==> src/rtl/poi_pkg.sv <==
// ----------------------------------------------------------------------------
// poi_pkg
// Shared types and constants for the points-of-interest record parser.
// ----------------------------------------------------------------------------
package poi_pkg;

    localparam int unsigned MAX_SIZE_W = 20;
    localparam int unsigned CFG_ADDR_W = 3;
    localparam int unsigned CFG_DATA_W = 32;

    localparam logic [MAX_SIZE_W-1:0] MAX_SIZE_RESET = 20'd100000;

    // register index, taken from paddr[2]
    localparam logic REG_MAX_RECORD_SIZE = 1'b0;

    // record type bytes
    localparam logic [7:0] TYPE_DELETED      = 8'd0;
    localparam logic [7:0] TYPE_DELETED_ALT  = 8'd100;
    localparam logic [7:0] TYPE_BLOCK_HEADER = 8'd1;
    localparam logic [7:0] TYPE_WAYPOINT     = 8'd2;
    localparam logic [7:0] TYPE_WAYPOINT_ID  = 8'd3;
    localparam logic [7:0] TYPE_SKIP_A       = 8'd8;
    localparam logic [7:0] TYPE_SKIP_B       = 8'd9;
    localparam logic [7:0] TYPE_SKIP_C       = 8'd24;
    localparam logic [7:0] TYPE_SKIP_D       = 8'd25;

    localparam logic [MAX_SIZE_W-1:0] BLOCK_HEADER_LEN = 20'd20;
    localparam logic [32:0]           DELETED_HDR_LEN  = 33'd5;
    localparam logic [31:0]           WAYPOINT_HDR_LEN = 32'd13;
    localparam logic [8:0]            SKIP_HDR_LEN     = 9'd6;

    typedef enum logic [2:0] {
        KIND_HEADER    = 3'd0,
        KIND_TEXT      = 3'd1,
        KIND_UNKNOWN   = 3'd2,
        KIND_BAD_SIZE  = 3'd3,
        KIND_TRUNCATED = 3'd4
    } t_kind;

    typedef enum logic [7:0] {
        PH_TYPE     = 8'b0000_0001,
        PH_DEL_SIZE = 8'b0000_0010,
        PH_WPT_SIZE = 8'b0000_0100,
        PH_WPT_LON  = 8'b0000_1000,
        PH_WPT_LAT  = 8'b0001_0000,
        PH_DESC     = 8'b0010_0000,
        PH_LEN      = 8'b0100_0000,
        PH_SKIP     = 8'b1000_0000
    } t_phase;

    typedef struct packed {
        t_kind                 kind;
        logic [31:0]           longitude;
        logic [31:0]           latitude;
        logic [MAX_SIZE_W-1:0] description_length;
        logic                  extra_id_dropped;
        logic [7:0]            record_kind_byte;
        logic [7:0]            text_byte;
        logic                  last_of_text;
    } t_result;

endpackage

==> src/rtl/poi_cfg.sv <==
// ----------------------------------------------------------------------------
// poi_cfg
// APB register file holding the largest accepted record size.
// ----------------------------------------------------------------------------
module poi_cfg (
    input  logic                              i_clk,
    input  logic                              i_rst_n,
    input  logic                              psel,
    input  logic                              penable,
    input  logic                              pwrite,
    input  logic [poi_pkg::CFG_ADDR_W-1:0]    paddr,
    input  logic [poi_pkg::CFG_DATA_W-1:0]    pwdata,
    output logic [poi_pkg::CFG_DATA_W-1:0]    prdata,
    output logic                              pready,
    output logic [poi_pkg::MAX_SIZE_W-1:0]    o_max_record_size
);
    import poi_pkg::*;

    logic [MAX_SIZE_W-1:0] r_max_size;
    logic                  wr_en;

    assign pready = 1'b1;
    assign wr_en  = psel && penable && pwrite && (paddr[2] == REG_MAX_RECORD_SIZE);

    always_ff @(posedge i_clk) begin
        if (!i_rst_n) begin
            r_max_size <= MAX_SIZE_RESET;
        end else if (wr_en) begin
            r_max_size <= pwdata[MAX_SIZE_W-1:0];
        end
    end

    always_comb begin
        prdata = '0;
        if (paddr[2] == REG_MAX_RECORD_SIZE) begin
            prdata = {{(CFG_DATA_W-MAX_SIZE_W){1'b0}}, r_max_size};
        end
    end

    assign o_max_record_size = r_max_size;

endmodule

==> src/rtl/poi_parse.sv <==
// ----------------------------------------------------------------------------
// poi_parse
// Input register and record state machine; one file byte per cycle unless a held result waits.
// ----------------------------------------------------------------------------
module poi_parse (
    input  logic                            i_clk,
    input  logic                            i_rst_n,
    input  logic                            i_in_valid,
    output logic                            o_in_ready,
    input  logic [7:0]                      i_file_byte,
    input  logic                            i_final_byte,
    input  logic [poi_pkg::MAX_SIZE_W-1:0]  i_max_record_size,
    input  logic                            i_res_take,
    output logic                            o_fire,
    output logic                            o_res_valid,
    output poi_pkg::t_result                o_res
);
    import poi_pkg::*;

    logic                  r_in_valid;
    logic [7:0]            r_in_byte;
    logic                  r_in_fin;

    t_phase                r_phase,    n_phase;
    logic [1:0]            r_count,    n_count;
    logic [7:0]            r_type,     n_type;
    logic [31:0]           r_shift,    n_shift;
    logic [31:0]           r_lon,      n_lon;
    logic [MAX_SIZE_W-1:0] r_size,     n_size;
    logic [MAX_SIZE_W-1:0] r_rem,      n_rem;
    logic                  r_halted,   n_halted;

    logic                  fire;
    logic                  bad;
    logic [31:0]           sh_next;
    logic [32:0]           del_len;
    logic [8:0]            skip_len;
    logic [MAX_SIZE_W-1:0] rem_dec;
    logic [MAX_SIZE_W-1:0] desc_len;

    assign fire       = r_in_valid && i_res_take;
    assign o_in_ready = !r_in_valid || i_res_take;
    assign o_fire     = fire;

    assign sh_next  = {r_in_byte, r_shift[31:8]};
    assign del_len  = {sh_next[31], sh_next} - DELETED_HDR_LEN;
    assign skip_len = {1'b0, r_in_byte} + SKIP_HDR_LEN;
    assign rem_dec  = r_rem - MAX_SIZE_W'(1);
    assign desc_len = r_size - WAYPOINT_HDR_LEN[MAX_SIZE_W-1:0];

    always_ff @(posedge i_clk) begin
        if (!i_rst_n) begin
            r_in_valid <= 1'b0;
        end else if (i_in_valid && o_in_ready) begin
            r_in_valid <= 1'b1;
        end else if (fire) begin
            r_in_valid <= 1'b0;
        end
    end

    always_ff @(posedge i_clk) begin
        if (i_in_valid && o_in_ready) begin
            r_in_byte <= i_file_byte;
            r_in_fin  <= i_final_byte;
        end
    end

    always_comb begin
        n_phase     = r_phase;
        n_count     = r_count;
        n_type      = r_type;
        n_shift     = r_shift;
        n_lon       = r_lon;
        n_size      = r_size;
        n_rem       = r_rem;
        n_halted    = r_halted;
        bad         = 1'b0;
        o_res_valid = 1'b0;
        o_res       = '0;

        if (!r_halted) begin
            unique case (r_phase)
                PH_TYPE: begin
                    n_type  = r_in_byte;
                    n_count = '0;
                    n_shift = '0;
                    if (r_in_byte == TYPE_DELETED || r_in_byte == TYPE_DELETED_ALT) begin
                        n_phase = PH_DEL_SIZE;
                    end else if (r_in_byte == TYPE_BLOCK_HEADER) begin
                        n_phase = PH_SKIP;
                        n_rem   = BLOCK_HEADER_LEN;
                    end else if (r_in_byte == TYPE_WAYPOINT
                                 || r_in_byte == TYPE_WAYPOINT_ID) begin
                        n_phase = PH_WPT_SIZE;
                    end else if (r_in_byte == TYPE_SKIP_A || r_in_byte == TYPE_SKIP_B
                                 || r_in_byte == TYPE_SKIP_C
                                 || r_in_byte == TYPE_SKIP_D) begin
                        n_phase = PH_LEN;
                    end else begin
                        o_res_valid            = 1'b1;
                        o_res.kind             = KIND_UNKNOWN;
                        o_res.record_kind_byte = r_in_byte;
                    end
                end
                PH_DEL_SIZE, PH_WPT_SIZE, PH_WPT_LON, PH_WPT_LAT: begin
                    n_shift = sh_next;
                    n_count = r_count + 2'd1;
                    // fourth byte completes the little-endian word
                    if (r_count == 2'd3) begin
                        if (r_phase == PH_DEL_SIZE) begin
                            if (del_len[32]
                                || del_len > {13'b0, i_max_record_size}) begin
                                bad = 1'b1;
                            end else begin
                                n_rem   = del_len[MAX_SIZE_W-1:0];
                                n_phase = (del_len == '0) ? PH_TYPE : PH_SKIP;
                            end
                        end else if (r_phase == PH_WPT_SIZE) begin
                            if (sh_next[31] || sh_next < WAYPOINT_HDR_LEN
                                || sh_next > {12'b0, i_max_record_size}) begin
                                bad = 1'b1;
                            end else begin
                                n_size  = sh_next[MAX_SIZE_W-1:0];
                                n_phase = PH_WPT_LON;
                            end
                        end else if (r_phase == PH_WPT_LON) begin
                            n_lon   = sh_next;
                            n_phase = PH_WPT_LAT;
                        end else begin
                            n_rem                    = desc_len;
                            o_res_valid              = 1'b1;
                            o_res.kind               = KIND_HEADER;
                            o_res.longitude          = r_lon;
                            o_res.latitude           = sh_next;
                            o_res.description_length = desc_len;
                            o_res.extra_id_dropped   = (r_type == TYPE_WAYPOINT_ID);
                            n_phase = (desc_len == '0) ? PH_TYPE : PH_DESC;
                        end
                    end
                end
                PH_DESC: begin
                    n_rem              = rem_dec;
                    o_res_valid        = 1'b1;
                    o_res.kind         = KIND_TEXT;
                    o_res.text_byte    = r_in_byte;
                    o_res.last_of_text = (rem_dec == '0);
                    if (rem_dec == '0) begin
                        n_phase = PH_TYPE;
                    end
                end
                PH_LEN: begin
                    if ({11'b0, skip_len} > i_max_record_size) begin
                        bad = 1'b1;
                    end else begin
                        n_rem   = {11'b0, skip_len};
                        n_phase = PH_SKIP;
                    end
                end
                PH_SKIP: begin
                    n_rem = rem_dec;
                    if (rem_dec == '0) begin
                        n_phase = PH_TYPE;
                    end
                end
                default: begin
                    n_phase = PH_TYPE;
                end
            endcase

            if (bad) begin
                n_halted    = 1'b1;
                o_res_valid = 1'b1;
                o_res       = '0;
                o_res.kind  = KIND_BAD_SIZE;
            end else if (r_in_fin && n_phase != PH_TYPE) begin
                // file ended inside a record
                o_res_valid = 1'b1;
                o_res       = '0;
                o_res.kind  = KIND_TRUNCATED;
                n_phase     = PH_TYPE;
                n_count     = '0;
                n_rem       = '0;
            end
        end
    end

    always_ff @(posedge i_clk) begin
        if (!i_rst_n) begin
            r_phase  <= PH_TYPE;
            r_count  <= '0;
            r_type   <= '0;
            r_shift  <= '0;
            r_lon    <= '0;
            r_size   <= '0;
            r_rem    <= '0;
            r_halted <= 1'b0;
        end else if (fire) begin
            r_phase  <= n_phase;
            r_count  <= n_count;
            r_type   <= n_type;
            r_shift  <= n_shift;
            r_lon    <= n_lon;
            r_size   <= n_size;
            r_rem    <= n_rem;
            r_halted <= n_halted;
        end
    end

endmodule

==> src/rtl/poi_out.sv <==
// ----------------------------------------------------------------------------
// poi_out
// Result register between the parser and the output channel.
// ----------------------------------------------------------------------------
module poi_out (
    input  logic              i_clk,
    input  logic              i_rst_n,
    input  logic              i_fire,
    input  logic              i_res_valid,
    input  poi_pkg::t_result  i_res,
    output logic              o_res_take,
    output logic              o_out_valid,
    input  logic              i_out_ready,
    output poi_pkg::t_result  o_res
);
    import poi_pkg::*;

    logic    r_valid;
    t_result r_res;

    // a held request blocks the parser only until the consumer takes it
    assign o_res_take = !r_valid || i_out_ready;

    always_ff @(posedge i_clk) begin
        if (!i_rst_n) begin
            r_valid <= 1'b0;
        end else if (i_fire) begin
            r_valid <= i_res_valid;
        end else if (i_out_ready) begin
            r_valid <= 1'b0;
        end
    end

    always_ff @(posedge i_clk) begin
        if (i_fire && i_res_valid) begin
            r_res <= i_res;
        end
    end

    assign o_out_valid = r_valid;
    assign o_res       = r_res;

endmodule

==> src/rtl/poi_record_stream_parser.sv <==
// ----------------------------------------------------------------------------
// poi_record_stream_parser
// Splits a points-of-interest byte stream into waypoint headers, description
// bytes and warnings, with an APB register for the largest record size.
// ----------------------------------------------------------------------------
// each byte is held in the input register and its result in the result register
// throughput: one byte per cycle unless output stalls; both registers hold one request
// all record state is computed combinationally from the input register
// reset: synchronous active-low; clears the parser state and the halt flag,
// and sets the size limit to 100000
module poi_record_stream_parser (
    input  logic                            i_clk,
    input  logic                            i_rst_n,
    input  logic                            psel,
    input  logic                            penable,
    input  logic                            pwrite,
    input  logic [poi_pkg::CFG_ADDR_W-1:0]  paddr,
    input  logic [poi_pkg::CFG_DATA_W-1:0]  pwdata,
    output logic [poi_pkg::CFG_DATA_W-1:0]  prdata,
    output logic                            pready,
    input  logic                            i_in_valid,
    output logic                            o_in_ready,
    input  logic [7:0]                      i_file_byte,
    input  logic                            i_final_byte,
    output logic                            o_out_valid,
    input  logic                            i_out_ready,
    output logic [2:0]                      o_kind,
    output logic signed [31:0]              o_longitude,
    output logic signed [31:0]              o_latitude,
    output logic [19:0]                     o_description_length,
    output logic                            o_extra_id_dropped,
    output logic [7:0]                      o_record_kind_byte,
    output logic [7:0]                      o_text_byte,
    output logic                            o_last_of_text
);
    import poi_pkg::*;

    logic [MAX_SIZE_W-1:0] max_size;
    logic                  res_take;
    logic                  fire;
    logic                  res_valid;
    t_result               parse_res;
    t_result               out_res;

    poi_cfg u_cfg (
        .i_clk             (i_clk),
        .i_rst_n           (i_rst_n),
        .psel              (psel),
        .penable           (penable),
        .pwrite            (pwrite),
        .paddr             (paddr),
        .pwdata            (pwdata),
        .prdata            (prdata),
        .pready            (pready),
        .o_max_record_size (max_size)
    );

    poi_parse u_parse (
        .i_clk             (i_clk),
        .i_rst_n           (i_rst_n),
        .i_in_valid        (i_in_valid),
        .o_in_ready        (o_in_ready),
        .i_file_byte       (i_file_byte),
        .i_final_byte      (i_final_byte),
        .i_max_record_size (max_size),
        .i_res_take        (res_take),
        .o_fire            (fire),
        .o_res_valid       (res_valid),
        .o_res             (parse_res)
    );

    poi_out u_out (
        .i_clk       (i_clk),
        .i_rst_n     (i_rst_n),
        .i_fire      (fire),
        .i_res_valid (res_valid),
        .i_res       (parse_res),
        .o_res_take  (res_take),
        .o_out_valid (o_out_valid),
        .i_out_ready (i_out_ready),
        .o_res       (out_res)
    );

    assign o_kind               = out_res.kind;
    assign o_longitude          = $signed(out_res.longitude);
    assign o_latitude           = $signed(out_res.latitude);
    assign o_description_length = out_res.description_length;
    assign o_extra_id_dropped   = out_res.extra_id_dropped;
    assign o_record_kind_byte   = out_res.record_kind_byte;
    assign o_text_byte          = out_res.text_byte;
    assign o_last_of_text       = out_res.last_of_text;

endmodule
==> config.mk <==
export PLATFORM = sky130hd
export DESIGN_NAME = poi_record_stream_parser
export DESIGN_NICKNAME = d
export VERILOG_FILES = /design/src/rtl/poi_pkg.sv /design/src/rtl/poi_cfg.sv /design/src/rtl/poi_parse.sv /design/src/rtl/poi_out.sv /design/src/rtl/poi_record_stream_parser.sv
export SDC_FILE = /design/constraint.sdc
export NUM_CORES = 1
export LEC_CHECK = 0
export ABC_AREA = 1
export BUFFER_PORTS_ARGS = -buffer_cell sky130_fd_sc_hd__buf_2
export CAP_MARGIN = 10
export CORE_ASPECT_RATIO = 1.75
export CORE_MARGIN = 1
export CORE_UTILIZATION = 50
export CTS_CLUSTER_SIZE = 10
export DETAILED_ROUTE_END_ITERATION = 16
export GPL_ROUTABILITY_DRIVEN = 0
export GPL_TIMING_DRIVEN = 0
export HOLD_SLACK_MARGIN = 0.06
export PLACE_DENSITY_LB_ADDON = 0.15
export SLEW_MARGIN = 30
export SYNTH_ARGS = -nofsm -noshare
export SYNTH_HDL_FRONTEND = slang
export SYNTH_SLANG_ARGS = --single-unit
==> constraint.sdc <==
create_clock -name i_clk -period 10.9 [get_ports i_clk]
set_input_delay 1.09 -clock i_clk [delete_from_list [all_inputs] [get_ports i_clk]]
set_output_delay 1.09 -clock i_clk [all_outputs]
set_load 0.02 [all_outputs]
Word level (Yosys, flattened, before mapping)
Cells that the tools add are included.
{"block": "op_classes", "n_addsub": 5, "magnitude_cmp": 4, "eq_ne": 19, "mux": 78, "bitwise": 9, "reduce_logical": 37}
{"op": "88-bit 2-to-1 mux", "n": 3}
{"op": "20-bit 2-to-1 mux", "n": 11}
{"op": "85-bit 2-to-1 mux", "n": 2}
{"op": "8-bit 2-to-1 mux", "n": 21}
{"op": "105-bit 2-to-1 mux", "n": 1}
{"op": "104-bit 2-to-1 mux", "n": 1}
{"op": "20-bit one-hot mux with 4 select lines", "n": 1}
{"op": "32-bit one-hot mux with 2 select lines", "n": 1}
{"op": "20-bit zero test", "n": 2}
{"op": "33-bit by 20-bit > comparator with 1-bit output", "n": 1}
{"op": "33-bit zero test", "n": 1}
{"op": "32-bit by 4-bit subtractor with 33-bit output, second input constant", "n": 1}
{"op": "8-bit by 2-bit == test with 1-bit output, second input constant", "n": 4}
{"op": "32-bit by 20-bit > comparator with 1-bit output", "n": 1}
{"op": "32-bit by 4-bit less-than comparator with 1-bit output, second input constant", "n": 1}
{"op": "8-bit one-hot mux with 4 select lines", "n": 1}
{"op": "8-bit by 4-bit == test with 1-bit output, second input constant", "n": 3}
{"op": "8-bit by 5-bit == test with 1-bit output, second input constant", "n": 3}
{"op": "1-bit 2-to-1 mux", "n": 24}
{"op": "9-bit by 20-bit > comparator with 1-bit output", "n": 1}
{"op": "20-bit by 1-bit subtractor with 20-bit output, second input constant", "n": 1}
{"op": "20-bit by 4-bit subtractor with 20-bit output, second input constant", "n": 1}
{"op": "8-bit by 1-bit == test with 1-bit output, second input constant", "n": 2}
{"op": "8-bit by 7-bit == test with 1-bit output, second input constant", "n": 2}
{"op": "other kinds (27)", "n": 62}
{"block": "word_totals", "ff_bits": 259, "input_bits": 51, "output_inout_bits": 140, "word_cells": 174}

Longest topological paths before layout
{"block": "depth", "word_depth": 16, "depth_mapped": 30, "depth_no_buf": 29}

Modules after synthesis
From an unflattened synthesis, not the netlist that was laid out.
{"block": "hier_totals", "hier_cells": 2104, "hier_area_um2": 15737.6}
{"mod": "poi_parse", "n_inst": 1, "cells_each": 1811, "area_per_inst_um2": 11443.5, "seq_area_each_um2": 2592.5}
{"mod": "poi_out", "n_inst": 1, "cells_each": 114, "area_per_inst_um2": 3208.1, "seq_area_each_um2": 3173.0}
{"mod": "poi_cfg", "n_inst": 1, "cells_each": 179, "area_per_inst_um2": 1086.0, "seq_area_each_um2": 400.4}

Least setup slack after synthesis
OpenSTA, ideal clock, no wires.
{"block": "synth_path", "path_type": "register to register", "start": "reg u_parse.r_shift[8]", "end": "reg u_out.r_res, in the netlist u_out.o_res[0] (enable)", "setup_ns": 0.458, "t_arrival_ns": 5.061, "t_required_ns": 10.442, "slack_ns": 5.381, "stages_incl_launch_ff": 30, "path_buffers": 0, "synth_period_minus_slack_ns": 5.519, "cell_sequence": "dfxtp_1 -> inv_1 -> ha_1 -> inv_1 -> nand2_1 -> nand2_2 -> nor2_8 -> nand2_1 -> nand2_1 -> nand2_1 -> inv_1 -> ha_1 -> nand2_1 -> nor2_1 -> nand2_1 -> nor2_1 -> a21oi_1 -> nand3_1 -> nand3_1 -> nand3_1 -> nand2_4 -> nand3_1 -> nand2_1 -> nand2_1 -> nand2_1 -> nand2_1 -> nand3_4 -> nand2_1 -> nand2_1 -> inv_1"}
{"block": "synth_via", "elab_chain_cells": 15, "elab_cells_between_ends": 29, "cone_classes": "add/sub: 1; order compare: 3; eq/ne: 1; mux: 18; reduce/logical: 6"}
{"item": "from (decl)", "line_no": "poi_parse.sv:27", "text": "logic [31:0] r_shift, n_shift;"}
{"item": "from (signal assigned)", "line_no": "poi_parse.sv:201", "text": "r_shift <= n_shift;"}
{"item": "parallel branches: the longest is 12 deep, another holds 32-bit by 4-bit subtractor with 33-bit output"}
{"item": "1-bit 2-to-1 mux *", "line_no": "poi_parse.sv:170", "text": "if (bad) begin"}
{"item": "1-bit 2-to-1 mux *", "line_no": "poi_parse.sv:81", "text": "if (!r_halted) begin"}
{"item": "1-bit logical AND *", "line_no": "poi_out.sv:35", "text": "if (i_fire && i_res_valid) begin"}
{"item": "to (signal assigned)", "line_no": "poi_out.sv:36", "text": "r_res <= i_res;"}
{"item": "to (decl)", "line_no": "poi_out.sv:19", "text": "t_result r_res;"}
Mark *: on every way between the ends. The select of a mux whose other input is x is not followed.
A chain may end at the register's enable or synchronous reset.

Worst setup path in the final report
{"block": "layout_path", "start": "reg u_parse.r_in_byte[1]", "end": "reg u_out.r_res, in the netlist u_out.o_res[32] (enable)"}
{"block": "layout_via", "elab_chain_cells": 16, "elab_cells_between_ends": 56, "cone_classes": "add/sub: 2; order compare: 4; eq/ne: 9; mux: 29; reduce/logical: 12"}
{"item": "from (decl)", "line_no": "poi_parse.sv:21", "text": "logic [7:0] r_in_byte;"}
{"item": "from (signal assigned)", "line_no": "poi_parse.sv:63", "text": "r_in_byte <= i_file_byte;"}
{"item": "parallel branches: the longest is 13 deep, another holds 32-bit by 4-bit subtractor with 33-bit output"}
{"item": "1-bit 2-to-1 mux *", "line_no": "poi_parse.sv:170"}
{"item": "1-bit 2-to-1 mux *", "line_no": "poi_parse.sv:81"}
{"item": "1-bit logical AND *", "line_no": "poi_out.sv:35"}
Marks and branches as above.

==> impl_metrics.toml <==
[place]
dp_hpwl_um = 40890
port_buffers = 162

[clock_tree]
clk_latency_ns = 0.59
numCtsBuffers = 29
post_cts.resized_instances = 0
htreeDepth = 1
cts.sinks = 251
clock_path_buffers = 3
clockRootBuffer = "clkbuf_16"
postCtsSetupRepairBufs = 0
path_clk_slew_ns = 0.06
cts_tree = "built"
cts_hold_buffers = 0

[drt]
vias_per_cell = 5.677
drt_iter0_drc = 1123
drt_first_pass_iters = 6
drt-total-wl_um = 53170
vias = 15050
wl_per_cell_um = 20.06
drc = 0
ant_nets = 0

[power_and_ir_drop]
clkPwrFrac_pct = 40.8
leakagePower_nw = 7.525
power_switching_w = 0.0005872
pwr-share-comb_pct = 11.9
powerDensity_nw_per_um2 = 125.3
ir_worst_vdd_mv = 0.1069
pwr-share-seq_pct = 47.3
netSwitchingFraction_pct = 26.93
p_int_w = 0.001594

[sta]
setup_viol = 0
finalHoldViolCount = 0
fmax_ghz = 0.1714
fin_crit_ns = 5.836
tightest_slew_ns = 1.005
rsz0062_at_grt = "false"
fin_hold_ws_ns = 0.4858
maxSlewHeadroom_pct = 33.02
setup-tns-final_ns = 0
skew_ns = 0.03385
timing.final.crit_share_pct = 53.54
slew_viol_final = 0

[critical_path]
crit_required_ns = 11.14
worstPathArrival_ns = 6.07
critical_path_class = "flip-flop to flip-flop"
worstSetupEndpointType = "flip-flop"
crit_fanout = 76
crit_path_start_kind = "flip-flop"

[cells_and_area]
multi_input_area_um2 = 7637
drive_gt1_share_pct = 15.29
syn2layout_area_growth_pct = 14.57
fin_nets = 2349
seq_area_um2 = 6166
nFillCells = 2884
diodes = 0

[synth]
synth_seq_area_share_pct = 40.59
synth_top_area_share_pct = 22.54
synth_top_cells_by_area = "edfxtp_1 (23%), dfxtp_1 (18%), nand2_1 (9.6%)"
syn_area_um2 = 15190
synth_cell_types = 56
synth_ff_type = "dfxtp_1"
synthDominantAreaCellType = "edfxtp_1"
synth_edf_count = 114
postSynth.asyncResetShare_pct = 0
synth_seq_cells = 251
avgSynthCellArea_um2 = 7.460
synth_warnings = 0
syn_inst = 2036

[grt]
grt_antenna_before_repair = 0
grt_pass1_vias = 14070
grt-ovfl-total = 0
grt_usage_pct = 33.92
grt_pass1_wl_um = 78720
grt_max_degree = 77

[floorplan]
die_y_um = 232.6
rows = 84
fp.dieW_um = 133.8
design.die.area_um2 = 31110
start_util_pct = 50.71
core-area_um2 = 29950
io_pins = 191

[run_status]
status = "completed"

[hold_path]
hp-class = "flip-flop to flip-flop"

[job]
cap_violations = 0
[state kept, by name, summed over array words and instances, names as in the netlist, 2 cells and up]
name	cells
u_parse.r_rem	20
u_parse.r_in_byte	8
u_parse.r_size	20
u_parse.r_type	8
u_parse.r_lon	32
u_out.o_res	105
u_parse.r_shift	24
u_parse.r_phase	8
u_cfg.o_max_record_size	20
u_parse.r_count	2
[power by group through the flow]
stage	Clock, W	Sequential (W)	Combinational, W
finish	0.000890	0.00103	0.000260
global route	0.000942	0.00103	0.000281
CTS	0.000902	0.00103	0.000254
detailed placement	0	0.00105	0.000253
global placement	0	0.00105	0.000247
floorplan	0	0.00107	0.000151
[routing by layer]
metal	GRT usage, %	share of wire, %	vias to the layer above
met4	30.93	10	0
met1	33.20	32	6859
met5	0	0	-
met3	5.773	7.6	284
met2	60.40	50	763
li1	-	-	7139
[stage by stage]
stage,instances,worst slack [ns],instance area (µm²),power [W],util (%)
after floorplan,2047,5.381,15230,0.001220,-
after global placement,2596,3.177,16530,0.001300,55.17
after detailed placement,2597,5.373,16560,0.001304,55.28
after CTS,2650,5.340,17400,0.002187,58.10
after global routing,2650,4.704,17400,0.002257,58.10
final,2650,5.064,17400,0.002181,58.10
[layout by cell type (no fill, tap or decap), drive strengths merged]
cell and n:
and3 2, nand2 406, a2111oi 1, o221ai 1
or2 2, o211ai 11, o21bai 4, nand4 47
xnor2 1, a32o 1, nand3b 6, clkinv 5
a31oi 2, and2 3, o31ai 4, o21ai 105
a211oi 37, nor2 342, buf 197, nor3 24
o41ai 1, a21oi 174, nor4 9, o22ai 6
dfxtp 137, xor2 32, ha 57, conb 13
nand3 130, clkbuf 111, a22oi 19, o21a 1
a21o 2, a21boi 2, edfxtp 114, nor3b 1
inv 253
[cell families after synthesis]
group / count (synthesis) / share of synthesized area (%)
other: 2 / 0.04944
AND/OR/NAND/NOR: 972 / 29.50
adder cells (fa/ha/maj): 57 / 4.695
XOR/XNOR: 33 / 1.903
buffers and inverters: 350 / 9.399
AO/OA/AOI/OAI: 371 / 13.86
flip-flops: 251 / 40.59
[worst paths after layout]
kind                                                      start                         endpoint  slack, ns  cells after the start
worst max register to register   u_parse.r_in_byte[1]$_DFFE_PP_    u_out.o_res[32]$_SDFFCE_PP0P_       5.06                     17
worst min-delay path            u_parse.r_phase[6]$_SDFFE_PN0P_  u_parse.r_phase[6]$_SDFFE_PN0P_       0.49                      2
worst max-delay path             u_parse.r_in_byte[1]$_DFFE_PP_    u_out.o_res[32]$_SDFFCE_PP0P_       5.06                     17
worst min register to register  u_parse.r_phase[6]$_SDFFE_PN0P_  u_parse.r_phase[6]$_SDFFE_PN0P_       0.49                      2
[cells in the mapped netlist, types with 6 or more instances]
master      n
inv_1     237
o22ai_1     6
buf_1       7
nand4_1    46
nor4_1      7
ha_1       57
nand3_1   125
nor3_1     22
buf_6       6
o211ai_1   11
a22oi_1    19
edfxtp_1  114
nor2_4     17
buf_4      13
dfxtp_1   137
nor2_1    269
nand2_1   388
nor2_2     53
clkbuf_1   61
xor2_1     32
nand3b_1    6
nand2_2    13
inv_2      15
buf_2       7
o21ai_0   101
a21oi_1   172
a211oi_1   37
[cell type report]
cell class	instances	area share (%)
multi-input cells	1446	43.89
flip-flops and latches	251	35.43
inverters	255	5.529
repair buffers	163	4.817
clock buffers	50	4.680
well taps	387	2.782
plain buffers	95	2.703
clock inverters	3	0.1726
[worst max-delay path, stage by stage, from the launching register on]
cell and delay (ns):
edfxtp_1 0.68, clkinv_1 0.61, ha_1 0.49, nor3_1 0.30
nand2_1 0.11, xor2_1 0.60, inv_1 0.11, ha_1 0.34
nand2_1 0.11, o21ai_0 0.24, a21oi_1 0.11, nand3b_1 0.50
nand3b_1 0.33, nor2_1 0.06, nand2_1 0.06, nand2_1 0.12
inv_6 0.29, buf_16 0.33
No activity file was read; power rests on OpenSTA's default activity.
